### src/sv/ltcd_pkg.sv
// Shared types, constants and brightness curve for the two-channel pulse splitter.
`default_nettype none
package ltcd_pkg;
   localparam int TableSlots = 32;
   localparam logic [31:0] SnapBright = 32'd240;
   localparam logic [31:0] SnapWindow = 32'd160;

   typedef enum logic [1:0] {
      CSR_MIX_MODE    = 2'd0,
      CSR_INPUT_LIMIT = 2'd1,
      CSR_FULL_SCALE  = 2'd2
   } csr_index_type;

   typedef enum logic [4:0] {
      ST_IDLE,
      ST_SCALE1,
      ST_SCALE2,
      ST_SEARCH,
      ST_LERP_P,
      ST_LERP_T,
      ST_SNAP,
      ST_SPLIT,
      ST_HOLD,
      ST_OUT
   } state_type;

   typedef struct packed {
      logic [13:0] x;
      logic [11:0] pulse;
      logic [14:0] period;
   } anchor_type;

   function automatic anchor_type curve_at(input logic [4:0] i);
      anchor_type a;
      case (i)
         5'd0:    a = '{14'd12,    12'd24,   15'd24000};
         5'd1:    a = '{14'd24,    12'd48,   15'd24000};
         5'd2:    a = '{14'd36,    12'd72,   15'd24000};
         5'd3:    a = '{14'd60,    12'd120,  15'd24000};
         5'd4:    a = '{14'd120,   12'd240,  15'd24000};
         5'd5:    a = '{14'd240,   12'd480,  15'd24000};
         5'd6:    a = '{14'd300,   12'd600,  15'd24000};
         5'd7:    a = '{14'd360,   12'd600,  15'd20000};
         5'd8:    a = '{14'd600,   12'd600,  15'd12000};
         5'd9:    a = '{14'd960,   12'd600,  15'd7500};
         5'd10:   a = '{14'd1200,  12'd600,  15'd6000};
         5'd11:   a = '{14'd1440,  12'd600,  15'd5000};
         5'd12:   a = '{14'd1920,  12'd600,  15'd3750};
         5'd13:   a = '{14'd2400,  12'd600,  15'd3000};
         5'd14:   a = '{14'd2765,  12'd692,  15'd3000};
         5'd15:   a = '{14'd10800, 12'd2700, 15'd3000};
         5'd16:   a = '{14'd11400, 12'd2850, 15'd3000};
         default: a = '{14'd12000, 12'd3000, 15'd3000};
      endcase
      return a;
   endfunction
endpackage
`default_nettype wire

### src/sv/ltcd_div.sv
// Shared restoring divider, one quotient bit per cycle.
`default_nettype none
module ltcd_div
   import ltcd_pkg::*;
(
   input  wire logic        clock,
   input  wire logic        reset,
   input  wire logic        start,
   input  wire logic [31:0] dividend,
   input  wire logic [15:0] divisor,
   output logic             busy,
   output logic [31:0]      quotient
);
   logic [31:0] quot_ff, quot_in;
   logic [16:0] rem_ff, rem_in;
   logic [5:0]  cnt_ff, cnt_in;
   logic [15:0] dsr_ff, dsr_in;
   logic [16:0] trial;

   always_comb begin
      quot_in = quot_ff;
      rem_in  = rem_ff;
      cnt_in  = cnt_ff;
      dsr_in  = dsr_ff;
      trial   = {rem_ff[15:0], quot_ff[31]};
      if (start) begin
         quot_in = dividend;
         rem_in  = '0;
         cnt_in  = 6'd32;
         dsr_in  = divisor;
      end else if (cnt_ff != 6'd0) begin
         cnt_in = cnt_ff - 6'd1;
         if (trial >= {1'b0, dsr_ff}) begin
            rem_in  = trial - {1'b0, dsr_ff};
            quot_in = {quot_ff[30:0], 1'b1};
         end else begin
            rem_in  = trial;
            quot_in = {quot_ff[30:0], 1'b0};
         end
      end
   end

   always_ff @(posedge clock) begin
      if (reset) begin
         cnt_ff <= '0;
      end else begin
         cnt_ff <= cnt_in;
      end
      quot_ff <= quot_in;
      rem_ff  <= rem_in;
      dsr_ff  <= dsr_in;
   end

   assign busy     = start || (cnt_ff != 6'd0);
   assign quotient = quot_ff;
endmodule
`default_nettype wire

### src/sv/led_two_channel_dim_pulse_split.sv
// Top level: two-channel LED dimmer pulse splitter.
// Operation: up to five divides on one shared divider plus a search of the curve
// anchors.
// Throughput: one word at a time; req_stall is high from acceptance until the result
// word is registered, longer while a previous result is still stalled.
// Reset: synchronous; registers return to 0 / 12000 / 12000, held state clears.
`default_nettype none
module led_two_channel_dim_pulse_split
   import ltcd_pkg::*;
#(
   parameter int NUM_ANCHORS = 18
)(
   input  wire logic        clock,
   input  wire logic        reset,
   input  wire logic        req_valid,
   output logic             req_stall,
   input  wire logic [13:0] req_level_one,
   input  wire logic [13:0] req_level_two,
   input  wire logic [15:0] req_current_period,
   output logic             rsp_valid,
   input  wire logic        rsp_stall,
   output logic [14:0]      rsp_pulse_one,
   output logic [14:0]      rsp_pulse_two,
   output logic [15:0]      rsp_period_out,
   input  wire logic        csr_write,
   input  wire logic [1:0]  csr_index,
   input  wire logic [14:0] csr_data
);
   localparam logic [4:0] Last = 5'(NUM_ANCHORS - 1);

   state_type   state_ff, state_in;
   logic        mode_ff;
   logic [14:0] limit_ff;
   logic [13:0] fs_ff;
   logic [13:0] hl1_ff, hl1_in, hl2_ff, hl2_in;
   logic [14:0] hp1_ff, hp1_in, hp2_ff, hp2_in;
   logic [13:0] l1_ff, l1_in, l2_ff, l2_in;
   logic [15:0] cur_ff, cur_in;
   logic [14:0] bright_ff, bright_in;
   logic [15:0] total_ff, total_in;
   logic [15:0] period_ff, period_in;
   logic [4:0]  idx_ff, idx_in;
   logic        issued_ff, issued_in;
   logic [15:0] p1_ff, p1_in;
   logic [14:0] p2_ff, p2_in;
   logic [14:0] o1_ff, o1_in, o2_ff, o2_in;
   logic [15:0] op_ff, op_in;

   logic        dv_start, dv_busy;
   logic [31:0] dv_dividend, dv_quot;
   logic [15:0] dv_divisor;

   ltcd_div u_div (
      .clock    (clock),
      .reset    (reset),
      .start    (dv_start),
      .dividend (dv_dividend),
      .divisor  (dv_divisor),
      .busy     (dv_busy),
      .quotient (dv_quot)
   );

   anchor_type a_lo, a_hi, a_first, a_last;
   logic [14:0] sum_raw, sum_lim;
   logic [15:0] span, off, dy_p, dy_t;
   logic        up_t;
   logic [13:0] fs_eff;
   logic [16:0] diff;
   logic        r1, r2;
   logic [15:0] p1w, p2w;

   always_comb begin
      a_lo    = curve_at(idx_ff - 5'd1);
      a_hi    = curve_at(idx_ff);
      a_first = curve_at(5'd0);
      a_last  = curve_at(Last);
      sum_raw = {1'b0, req_level_one} + {1'b0, req_level_two};
      sum_lim = {1'b0, l1_ff} + {1'b0, l2_ff};
      span    = {2'b0, a_hi.x} - {2'b0, a_lo.x};
      off     = {1'b0, bright_ff} - {2'b0, a_lo.x};
      dy_p    = {4'b0, a_hi.pulse} - {4'b0, a_lo.pulse};
      up_t    = a_hi.period >= a_lo.period;
      dy_t    = up_t ? {1'b0, a_hi.period} - {1'b0, a_lo.period}
                     : {1'b0, a_lo.period} - {1'b0, a_hi.period};
      fs_eff  = (fs_ff == 14'd0) ? 14'd1 : fs_ff;
      diff    = (period_ff >= cur_ff) ? {1'b0, period_ff} - {1'b0, cur_ff}
                                      : {1'b0, cur_ff} - {1'b0, period_ff};
      if (mode_ff) begin
         r1 = (l1_ff != 14'd0) && (l2_ff != 14'd0);
         r2 = (l1_ff != 14'd0) && (l2_ff < fs_eff);
      end else begin
         r1 = l1_ff != 14'd0;
         r2 = l2_ff != 14'd0;
      end
      p1w = p1_ff;
      p2w = {1'b0, p2_ff};
   end

   always_comb begin
      state_in    = state_ff;
      hl1_in = hl1_ff; hl2_in = hl2_ff; hp1_in = hp1_ff; hp2_in = hp2_ff;
      l1_in = l1_ff; l2_in = l2_ff; cur_in = cur_ff;
      bright_in = bright_ff; total_in = total_ff; period_in = period_ff;
      idx_in = idx_ff; issued_in = 1'b0;
      p1_in = p1_ff; p2_in = p2_ff;
      o1_in = o1_ff; o2_in = o2_ff; op_in = op_ff;
      dv_start    = 1'b0;
      dv_dividend = '0;
      dv_divisor  = 16'd1;
      case (state_ff)
         ST_IDLE: begin
            if (req_valid) begin
               cur_in = req_current_period;
               l1_in  = req_level_one;
               l2_in  = req_level_two;
               idx_in = 5'd1;
               if (mode_ff) begin
                  if ({1'b0, req_level_one} > limit_ff) begin
                     l1_in = limit_ff[13:0];
                  end
                  bright_in = ({1'b0, req_level_one} > limit_ff) ? limit_ff
                                                                 : {1'b0, req_level_one};
                  state_in = ST_SEARCH;
               end else if (sum_raw >= limit_ff) begin
                  bright_in = limit_ff;
                  state_in  = ST_SCALE1;
                  if (sum_raw == 15'd0) begin
                     l1_in = '0; l2_in = '0;
                     state_in = ST_SEARCH;
                  end
               end else begin
                  bright_in = sum_raw;
                  state_in  = ST_SEARCH;
               end
               issued_in = 1'b0;
            end
         end
         ST_SCALE1: begin
            dv_divisor  = {1'b0, {1'b0, l1_ff} + {1'b0, l2_ff}};
            dv_dividend = 32'(l1_ff) * 32'(limit_ff);
            if (!issued_ff) begin
               dv_start = 1'b1; issued_in = 1'b1;
            end else if (!dv_busy) begin
               p1_in = dv_quot[15:0];
               state_in = ST_SCALE2;
            end else begin
               issued_in = 1'b1;
            end
         end
         ST_SCALE2: begin
            dv_divisor  = {1'b0, {1'b0, l1_ff} + {1'b0, l2_ff}};
            dv_dividend = 32'(l2_ff) * 32'(limit_ff);
            if (!issued_ff) begin
               dv_start = 1'b1; issued_in = 1'b1;
            end else if (!dv_busy) begin
               l1_in = p1_ff[13:0];
               l2_in = dv_quot[13:0];
               state_in = ST_SEARCH;
            end else begin
               issued_in = 1'b1;
            end
         end
         ST_SEARCH: begin
            if (bright_ff == 15'd0) begin
               total_in = '0; period_in = {1'b0, a_first.period};
               state_in = ST_SNAP;
            end else if (bright_ff <= {1'b0, a_first.x}) begin
               total_in = {4'b0, a_first.pulse}; period_in = {1'b0, a_first.period};
               state_in = ST_SNAP;
            end else if (bright_ff >= {1'b0, a_last.x} || idx_ff > Last) begin
               total_in = {4'b0, a_last.pulse}; period_in = {1'b0, a_last.period};
               state_in = ST_SNAP;
            end else if (bright_ff <= {1'b0, a_hi.x}) begin
               if (a_hi.x <= a_lo.x) begin
                  total_in = {4'b0, a_lo.pulse}; period_in = {1'b0, a_lo.period};
                  state_in = ST_SNAP;
               end else begin
                  state_in = ST_LERP_P;
               end
            end else begin
               idx_in = idx_ff + 5'd1;
            end
         end
         ST_LERP_P: begin
            dv_divisor  = span;
            dv_dividend = 32'(dy_p) * 32'(off) + 32'(span[15:1]);
            if (!issued_ff) begin
               dv_start = 1'b1; issued_in = 1'b1;
            end else if (!dv_busy) begin
               total_in = {4'b0, a_lo.pulse} + dv_quot[15:0];
               state_in = ST_LERP_T;
            end else begin
               issued_in = 1'b1;
            end
         end
         ST_LERP_T: begin
            dv_divisor  = span;
            dv_dividend = 32'(dy_t) * 32'(off) + 32'(span[15:1]);
            if (!issued_ff) begin
               dv_start = 1'b1; issued_in = 1'b1;
            end else if (!dv_busy) begin
               period_in = up_t ? {1'b0, a_lo.period} + dv_quot[15:0]
                                : {1'b0, a_lo.period} - dv_quot[15:0];
               state_in = ST_SNAP;
            end else begin
               issued_in = 1'b1;
            end
         end
         ST_SNAP: begin
            if ({17'b0, bright_ff} <= SnapBright && {15'b0, diff} < SnapWindow) begin
               period_in = cur_ff;
            end
            p1_in = '0; p2_in = '0;
            if (mode_ff || sum_lim != 15'd0) begin
               state_in = ST_SPLIT;
            end else begin
               state_in = ST_OUT;
            end
         end
         ST_SPLIT: begin
            if (mode_ff) begin
               dv_divisor  = {2'b0, fs_eff};
               dv_dividend = 32'(total_ff) * 32'(l2_ff) + 32'(fs_eff[13:1]);
            end else begin
               dv_divisor  = {1'b0, sum_lim};
               dv_dividend = 32'(total_ff) * 32'(l1_ff) + 32'(sum_lim[14:1]);
            end
            if (!issued_ff) begin
               dv_start = 1'b1; issued_in = 1'b1;
            end else if (!dv_busy) begin
               // saturate: anything past 16 bits is beyond any period
               p1_in = (dv_quot > 32'h0000_FFFF) ? 16'hFFFF : dv_quot[15:0];
               if (dv_quot > 32'(total_ff)) begin
                  p2_in = '0;
               end else begin
                  p2_in = 15'(total_ff - dv_quot[15:0]);
               end
               state_in = mode_ff ? ST_OUT : ST_HOLD;
            end else begin
               issued_in = 1'b1;
            end
         end
         ST_HOLD: begin
            if (l1_ff <= hl1_ff && p1_ff >= {1'b0, hp1_ff}) begin
               p1_in = {1'b0, hp1_ff};
            end else begin
               hl1_in = l1_ff; hp1_in = p1_ff[14:0];
            end
            if (l2_ff <= hl2_ff && p2_ff >= hp2_ff) begin
               p2_in = hp2_ff;
            end else begin
               hl2_in = l2_ff; hp2_in = p2_ff;
            end
            state_in = ST_OUT;
         end
         ST_OUT: begin
            if (p1w > period_ff)            o1_in = period_ff[14:0];
            else if (r1 && p1_ff == 16'd0)  o1_in = 15'd1;
            else                            o1_in = p1_ff[14:0];
            if (p2w > period_ff)            o2_in = period_ff[14:0];
            else if (r2 && p2_ff == 15'd0)  o2_in = 15'd1;
            else                            o2_in = p2_ff;
            op_in    = period_ff;
            state_in = ST_IDLE;
         end
         default: state_in = ST_IDLE;
      endcase
   end

   logic rsp_valid_ff, rsp_valid_in;
   logic out_busy;
   assign out_busy     = rsp_valid_ff && rsp_stall;
   assign rsp_valid_in = (state_ff == ST_OUT) ? 1'b1 : (rsp_valid_ff && rsp_stall);

   state_type state_gated;
   assign state_gated = (state_ff == ST_OUT && out_busy) ? ST_OUT : state_in;

   always_ff @(posedge clock) begin
      if (reset) begin
         state_ff     <= ST_IDLE;
         rsp_valid_ff <= 1'b0;
         mode_ff      <= 1'b0;
         limit_ff     <= 15'd12000;
         fs_ff        <= 14'd12000;
         hl1_ff <= '0; hl2_ff <= '0; hp1_ff <= '0; hp2_ff <= '0;
         issued_ff    <= 1'b0;
      end else begin
         state_ff     <= state_gated;
         rsp_valid_ff <= out_busy ? 1'b1 : rsp_valid_in;
         issued_ff    <= issued_in;
         hl1_ff <= hl1_in; hl2_ff <= hl2_in; hp1_ff <= hp1_in; hp2_ff <= hp2_in;
         if (csr_write) begin
            case (csr_index)
               CSR_MIX_MODE:    mode_ff  <= csr_data[0];
               CSR_INPUT_LIMIT: limit_ff <= csr_data;
               CSR_FULL_SCALE:  fs_ff    <= csr_data[13:0];
               default: ;
            endcase
         end
      end
      l1_ff <= l1_in; l2_ff <= l2_in; cur_ff <= cur_in;
      bright_ff <= bright_in; total_ff <= total_in; period_ff <= period_in;
      idx_ff <= idx_in; p1_ff <= p1_in; p2_ff <= p2_in;
      if (!out_busy) begin
         o1_ff <= o1_in; o2_ff <= o2_in; op_ff <= op_in;
      end
   end

   assign req_stall      = (state_ff != ST_IDLE);
   assign rsp_valid      = rsp_valid_ff;
   assign rsp_pulse_one  = o1_ff;
   assign rsp_pulse_two  = o2_ff;
   assign rsp_period_out = op_ff;

   a_out_bounded: assert property (@(posedge clock) disable iff (reset)
      rsp_valid |-> ({1'b0, rsp_pulse_one} <= rsp_period_out))
      else $error("pulse one beyond period");
   a_busy_stall: assert property (@(posedge clock) disable iff (reset)
      (state_ff != ST_IDLE) |-> req_stall)
      else $error("ready while busy");
   a_hold_out: assert property (@(posedge clock) disable iff (reset)
      (rsp_valid && rsp_stall) |=> (rsp_valid && $stable(rsp_period_out)))
      else $error("result changed while stalled");
endmodule
`default_nettype wire

### config.mk
export PLATFORM = sky130hd
export DESIGN_NAME = led_two_channel_dim_pulse_split
export DESIGN_NICKNAME = d
export VERILOG_FILES = /design/src/sv/ltcd_pkg.sv /design/src/sv/ltcd_div.sv /design/src/sv/led_two_channel_dim_pulse_split.sv
export SDC_FILE = /design/constraint.sdc
export NUM_CORES = 2
export LEC_CHECK = 0
export ABC_CLOCK_PERIOD_IN_PS = 22000
export BUFFER_PORTS_ARGS = -buffer_cell sky130_fd_sc_hd__clkbuf_2
export CAP_MARGIN = 20
export CORE_MARGIN = 4
export CORE_UTILIZATION = 60
export CTS_CLUSTER_DIAMETER = 40
export DETAILED_ROUTE_END_ITERATION = 10
export GPL_ROUTABILITY_DRIVEN = 0
export HOLD_SLACK_MARGIN = 0.02
export PLACE_DENSITY = 0.76
export SLEW_MARGIN = 20
export SYNTH_ARGS = -nofsm -noshare
export SYNTH_HDL_FRONTEND = slang
export SYNTH_HIERARCHICAL = 1
export SYNTH_SLANG_ARGS = --single-unit
### constraint.sdc
create_clock -name clock -period 22 [get_ports clock]
set_clock_uncertainty 0.1 [all_clocks]
set_input_delay 5.5 -clock clock [delete_from_list [all_inputs] [get_ports clock]]
set_output_delay 5.5 -clock clock [all_outputs]
set_load 0.02 [all_outputs]
**Word level (Yosys, flattened, before mapping)**

Memories as Yosys holds them, arrays and structs flattened. A register that Yosys moved wholly into a read port is not among the register bits.
Index checks and enable logic that the tools add are counted.

- Register bits: 338
- Memory bits (read-only): 2,304
- Input port bits: 66
- Output and inout bits: 48
- Logic and storage cells: 279
- Memories: 2

- $add $sub $neg: 21
- Multipliers: 6
- Order comparisons: 21
- Equality and inequality tests: 42
- Mux-type cells: 103
- Bitwise operators: 4
- Reductions and logical operators: 52

Memory list:

| name | depth | bits a word | rd ports | clocked after Yosys merged registers in | write ports | line | source |
|---|---|---|---|---|---|---|---|
| (no name shown) | 32 | 36 | 1 | 0 | 0 | ltcd_pkg.sv:35 | `case (i)` |
| (no name shown) | 32 | 36 | 1 | 1 | 0 | ltcd_pkg.sv:35 |  |

Operators by type and width:

| cell | count |
|---|---|
| 16-bit two-way mux | 24 |
| 14-bit two-way mux | 14 |
| 15-bit two-way mux | 12 |
| 32-bit one-hot mux with 5 select lines | 1 |
| 5-bit two-way mux | 23 |
| 16-bit one-hot mux with 3 select lines | 2 |
| 32-bit by 15-bit adder with 32-bit output | 2 |
| 16-bit by 16-bit multiplier with 32-bit output | 2 |
| 32-bit two-way mux | 2 |
| 16-bit one-hot mux with 4 select lines | 1 |
| 16-bit by 14-bit multiplier with 30-bit output | 2 |
| 14-bit by 15-bit multiplier with 29-bit output | 2 |
| 14-bit one-hot mux with 2 select lines | 2 |
| 15-bit >= comparator | 3 |
| 15-bit zero test | 3 |
| 15-bit one-hot mux with 3 select lines | 1 |
| 5-bit one-hot mux with 9 select lines | 1 |
| 14-bit <= comparator | 3 |
| 2-bit inequality test, second input constant | 17 |
| 16-bit by 16-bit subtractor with 17-bit output | 2 |
| 3-bit inequality test, second input constant | 11 |
| 32-bit by 16-bit > comparator with 1-bit output | 1 |
| 32-bit by 16-bit > comparator with 1-bit output, second input constant | 1 |
| 16-bit one-hot mux with 2 select lines | 1 |
| 65 further kinds | 116 |

**Logic depth before layout (Yosys ltp)**

An unclocked memory read counts as a cell.

- Depth after elaboration: 10
- Depth in mapped cells: 45
- Mapped depth without buffers: 43

**Cells and area by module**

Netlist, hierarchy kept.

Modules (own cells, without submodules):

| module | instances | cells each | area an instance (um2) | seq. area each (um2) |
|---|---|---|---|---|
| led_two_channel_dim_pulse_split | 1 | 8,403 | 71,783.8 | 7,777.5 |
| ltcd_div | 1 | 341 | 3,799.9 | 1,881.8 |

**Least setup slack after synthesis**

OpenSTA, ideal clock, no wires.

- Kind: reg-to-reg
- From: reg idx_ff[0]
- To: reg u_div.quot_ff[30], in the netlist u_div/quotient[30], data pin
- Setup time: 0.260 ns
- Arrival: 10.376 ns
- Data required time: 21.640 ns
- Slack: 11.265 ns
- Cell stages (with the launch flop): 43
- Path buffers: 3
- Period minus slack after synthesis: 10.735 ns
- Cells stage by stage: edfxtp_1 -> clkbuf_1 -> inv_1 -> ha_1 -> nor3b_1 -> xor2_1 -> nor2_1 -> a21boi_0 -> inv_1 -> ha_1 -> o21ai_1 -> a21oi_1 -> nor4_1 -> o21ai_1 -> or4_1 -> o311ai_1 -> a311oi_1 -> o31a_1 -> (+7 left out) -> inv_1 -> fa_1 -> fa_1 -> inv_1 -> fa_1 -> inv_1 -> ha_1 -> a21o_1 -> a21o_1 -> a221oi_1 -> o21ai_0 -> a221oi_1 -> o21bai_1 -> a21oi_1 -> o2bb2ai_1 -> xnor2_1 -> o221ai_1 -> mux2_2

- Word-level cells in the longest chain between the ends: 8

RTL lines:

| element | line | source |
|---|---|---|
| from (decl) | led_two_channel_dim_pulse_split.sv:42 | `logic [4:0] idx_ff, idx_in;` |
| from (signal assigned) | led_two_channel_dim_pulse_split.sv:303 | `idx_ff <= idx_in; p1_ff <= p1_in; p2_ff <= p2_in;` |
| 5-bit by 1-bit subtractor with 5-bit output (*) | led_two_channel_dim_pulse_split.sv:73 | `a_lo = curve_at(idx_ff - 5'd1);` |
| memory read 32 x 36 bit (*) | n/a |  |
| 15-bit by 15-bit subtractor with 16-bit output, or another cell as far along | led_two_channel_dim_pulse_split.sv:84 | `: {1'b0, a_lo.period} - {1'b0, a_hi.period};` |
| 16-bit two-way mux | led_two_channel_dim_pulse_split.sv:83 | `dy_t = up_t ? {1'b0, a_hi.period} - {1'b0, a_lo.period}` |
| 16-bit by 16-bit multiplier with 32-bit output | led_two_channel_dim_pulse_split.sv:198 | `dv_dividend = 32'(dy_t) * 32'(off) + 32'(span[15:1]);` |
| 32-bit by 15-bit adder with 32-bit output | led_two_channel_dim_pulse_split.sv:198 |  |
| 32-bit one-hot mux with 5 select lines (*) | led_two_channel_dim_pulse_split.sv:110 | `case (state_ff)` |
| named net dv_dividend[30] | led_two_channel_dim_pulse_split.sv:50 | `logic [31:0] dv_dividend, dv_quot;` |
| 32-bit two-way mux (*) | ltcd_div.sv:26 | `if (start) begin` |
| named net u_div.quot_in[30] | ltcd_div.sv:14 | `logic [31:0] quot_ff, quot_in;` |
| to (signal assigned) | ltcd_div.sv:49 | `quot_ff <= quot_in;` |
| to (decl) | ltcd_div.sv:14 |  |

Mark *: on every way through the listed nets, which the timed path passes. The rest lies on a longest branch.
A chain may end at the register's enable or synchronous reset.

**Final worst setup path**

Same ends and word-level chain as after synthesis.

==> reports/metrics.yaml <==
run:
  timing.max_cap.violations: 0
sta:
  setup_ws_ps: 8570
  setup_violations: 0
  rsz0062_at_grt: "false"
  setup-tns-final_ps: 0
  min_period_ps: 13430
  min_period_over_period_pct: 61.0
  final-max-slew-violation-count: 0
  worst-slew-pin-transition_ps: 1180
  final_hold_violation_count: 0
  max_freq_ghz: 0.0745
  timing.slew.headroom_pct: 21.1
critical_path:
  rrSetupSlack_ps: 8570
  timing.rr.end: "u_div/quotient[30]$_DFFE_PP_"
  ff2ff_path_depth: 40
  critical_path_arrival_ps: 13720
  critical_path.slowest_cell: "sky130_fd_sc_hd__xor2_1"
  r2r_start: "idx_ff[0]$_DFFE_PP_"
  worstSetupPathType: "flip-flop to flip-flop"
  cp_max_fo: 24
  required_ps: 22290
  startpoint_type: "flip-flop"
  worstSetupEndpointType: "flip-flop"
  cpPeakStageDelay_ps: 890
  crit_top_cell: "sky130_fd_sc_hd__fa_1"
detailed_routing:
  post-route-drc-count: 0
  dr.first_iter.drc_count: 7803
  number_of_optimization_iterations_in_the_first_detailed_route_pass: 8
  vias: 66000
  routed_wirelength_um: 250000
  antenna_violating_nets_post_route: 0
  avg_wl_per_cell_um: 24.1
  vias_per_cell: 6.35
global_route:
  first_global_vias: 66500
  global_route.usage.total_pct: 38.1
  pin_count_of_the_biggest_net_entering_global_routing: 94
  number_of_antenna_violations_at_the_first_check_in_global_routing: 13
  globalRouteOverflowTotal: 0
  first_pass_grt_wire_length_um: 387000
floorplanning:
  die_w_um: 363
  boundaryPins: 114
  die_area_sq_um: 132000
  coreArea_sq_um: 124000
  floorplan.initialDensity_pct: 60.7
  vertical_die_dimension_um: 363
  rows: 129
synth:
  main_combinational_cell_family_by_area_after_synthesis: "adder cells"
  synth-adder-area-share_pct: 44.1
  seq_area_frac_synth_pct: 12.8
  ys_async_sr_fraction_pct: 0
  ys_dominant_reg_cell: "sky130_fd_sc_hd__edfxtp_1"
  synth-compound-area-share_pct: 12.1
  synth-simple-area-share_pct: 15.3
  synthesis_stage_register_bit_count: 372
  synth.avg_cell_area_sq_um: 8.64
  ys_top_cells_by_area: "sky130_fd_sc_hd__fa_1 28%, sky130_fd_sc_hd__ha_1 16%, sky130_fd_sc_hd__edfxtp_1 8.8%"
  edff_count_synth: 221
  ys.warnings.count: 6
  ys_types: 100
  post_synth_instance_area_sq_um: 75600
  synth_fp_nets: 10800
  synthCells: 8744
  yosys.area_share.xor_xnor_pct: 3.26
  netlist.top_cell.by_area: "sky130_fd_sc_hd__fa_1"
  yosys.area.top_type_share_pct: 28.1
  synth.area.mux_share_pct: 2.79
cts:
  post-cts-setup-buffer-count: 0
  ctsResizeCount: 0
  tritoncts.num_buffers: 66
  cts_hold_buffers: 0
  ctsHtreeMaxLevel: 3
  path_clk_slew_ps: 60
  cts_root_buffer: "sky130_fd_sc_hd__clkbuf_16"
  clock-sinks: 372
  tritoncts: "done"
  clock_latency_ps: 690
  clock_tree.buffer_depth: 3
min_path:
  hold-path-endpoint: "hp2_ff[2]$_SDFFE_PP0P_"
  hold_start: "hp2_ff[2]$_SDFFE_PP0P_"
  worstHoldPathType: "flip-flop to flip-flop"
  worstHoldPathCells: 2
final_layout:
  fillerInstances: 10200
  fin_cells: 10400
  final_util_pct: 64.5
  areaGrowthSynthToFinish_pct: 6.26
  final_net_count: 10800
  post_route_cells_drive_above_1_share_pct: 6.03
place:
  place_inst: 10300
  place_hpwl_um: 190000
  port_buffers: 113
  dp_worst_setup_slack_ps: 9120
outcome:
  outcome: "finished clean"
-- how the worst max path moves through the flow --
stage | slack (ps) | to | from
floorplan | 11260 | u_div/quotient[30]$_DFFE_PP_ | idx_ff[0]$_DFFE_PP_
global placement | 9440 | u_div/quotient[26]$_DFFE_PP_ | idx_ff[0]$_DFFE_PP_
detailed placement | 9120 | u_div/quotient[31]$_DFFE_PP_ | idx_ff[0]$_DFFE_PP_
CTS | 9050 | u_div/quotient[26]$_DFFE_PP_ | idx_ff[0]$_DFFE_PP_
global route | 7920 | u_div/quotient[31]$_DFFE_PP_ | idx_ff[0]$_DFFE_PP_
finish | 8570 | u_div/quotient[30]$_DFFE_PP_ | idx_ff[0]$_DFFE_PP_
-- area by class of cell --
cell class                      count  area [sq um]  area share, %
Multi-Input combinational cell   6420         58700           73.1
Inverter                         1558          5850           7.28
Clock buffer                       79          1740           2.17
Timing Repair Buffer              269          1740           2.17
Tap cell                         1637          2050           2.55
Clock inverter                     42           509          0.634
Antenna cell                       12          30.0         0.0374
Sequential cell                   372          9660           12.0
-- cells in the final DEF (no fill, tap or decap), types with 51 or more instances in the layout --
cell type,instances
sky130_fd_sc_hd__nor2_1,537
sky130_fd_sc_hd__o211ai_1,64
sky130_fd_sc_hd__and2_1,308
sky130_fd_sc_hd__a211oi_1,54
sky130_fd_sc_hd__xnor2_1,186
sky130_fd_sc_hd__clkbuf_16,67
sky130_fd_sc_hd__mux2i_1,128
sky130_fd_sc_hd__nor2b_1,58
sky130_fd_sc_hd__fa_1,1060
sky130_fd_sc_hd__buf_4,156
sky130_fd_sc_hd__nand3_1,121
sky130_fd_sc_hd__clkbuf_2,112
sky130_fd_sc_hd__edfxtp_1,221
sky130_fd_sc_hd__a21oi_1,381
sky130_fd_sc_hd__nand2_1,1101
sky130_fd_sc_hd__mux2_2,71
sky130_fd_sc_hd__xor2_1,87
sky130_fd_sc_hd__a21o_1,129
sky130_fd_sc_hd__ha_1,965
sky130_fd_sc_hd__o21a_1,51
sky130_fd_sc_hd__nand2b_1,92
sky130_fd_sc_hd__nor3_1,73
sky130_fd_sc_hd__o21ai_0,256
sky130_fd_sc_hd__dfxtp_1,149
sky130_fd_sc_hd__o22ai_1,54
sky130_fd_sc_hd__inv_1,1556
-- flip-flops by register name, summed over array words and instances (netlist names), 14 cells and up --
register and cells:
rsp_pulse_one 15, bright_ff 15, l1_ff 14, hl1_ff 14, hp1_ff 15, u_div/rem_ff 16
fs_ff 14, total_ff 16, hl2_ff 14, period_ff 16, p2_ff 15, l2_ff 14
hp2_ff 15, u_div/quotient 32, a_hi 35, cur_ff 16, rsp_period_out 16, limit_ff 15
p1_ff 16, rsp_pulse_two 15, u_div/dsr_ff 16
-- worst max-delay path: cells and delay by family (launching register included) --
kind,cells,cell delay (ps)
adder cells (fa/ha/maj),9,4020
XOR/XNOR,2,1030
multiplexers,2,530
buffers and inverters,6,960
AND/OR/NAND/NOR,6,2290
AO/OA/AOI/OAI,15,3590
flip-flops,1,600
-- metal layers --
metal | wire length, um | vias to the layer above | part of all wire [%] | track usage (%)
met2 | 105000 | 4452 | 42 | 56.2
li1 | - | 28300 | - | -
met5 | 239 | - | 0.096 | 1.21
met1 | 89000 | 32000 | 36 | 47.5
met4 | 22400 | 14 | 9.0 | 26.7
met3 | 33900 | 1178 | 14 | 12.2
-- synth_stat cells (92+ instances only) --
cell type                     n
sky130_fd_sc_hd__edfxtp_1   221
sky130_fd_sc_hd__nor2_1     540
sky130_fd_sc_hd__clkbuf_1   351
sky130_fd_sc_hd__o21ai_0    258
sky130_fd_sc_hd__xnor2_1    192
sky130_fd_sc_hd__and2_1     308
sky130_fd_sc_hd__ha_1       966
sky130_fd_sc_hd__mux2i_1    129
sky130_fd_sc_hd__nand3_1    121
sky130_fd_sc_hd__nand2b_1    92
sky130_fd_sc_hd__inv_1     1556
sky130_fd_sc_hd__a21o_1     129
sky130_fd_sc_hd__a21oi_1    384
sky130_fd_sc_hd__dfxtp_1    151
sky130_fd_sc_hd__nand2_1   1101
sky130_fd_sc_hd__fa_1      1060
-- stage by stage --
stage / area (sq um) / hold WS (ps)
3_5_place_dp: 78000 / 373
3_3_place_gp: 78000 / 360
6_report: 80300 / 383
5_1_grt: 80300 / 406
2_1_floorplan: 75600 / 336
4_1_cts: 80200 / 382
-- cells by family after synthesis --
logic type               after synthesis
buffers and inverters               1952
AND/OR/NAND/NOR                     2518
multiplexers                         201
AO/OA/AOI/OAI                       1394
adder cells (fa/ha/maj)             2026
XOR/XNOR                             281
flip-flops                           372
Power is not shown: default switching activity piles up to over one toggle a cycle in this logic, so the estimate is an artifact.
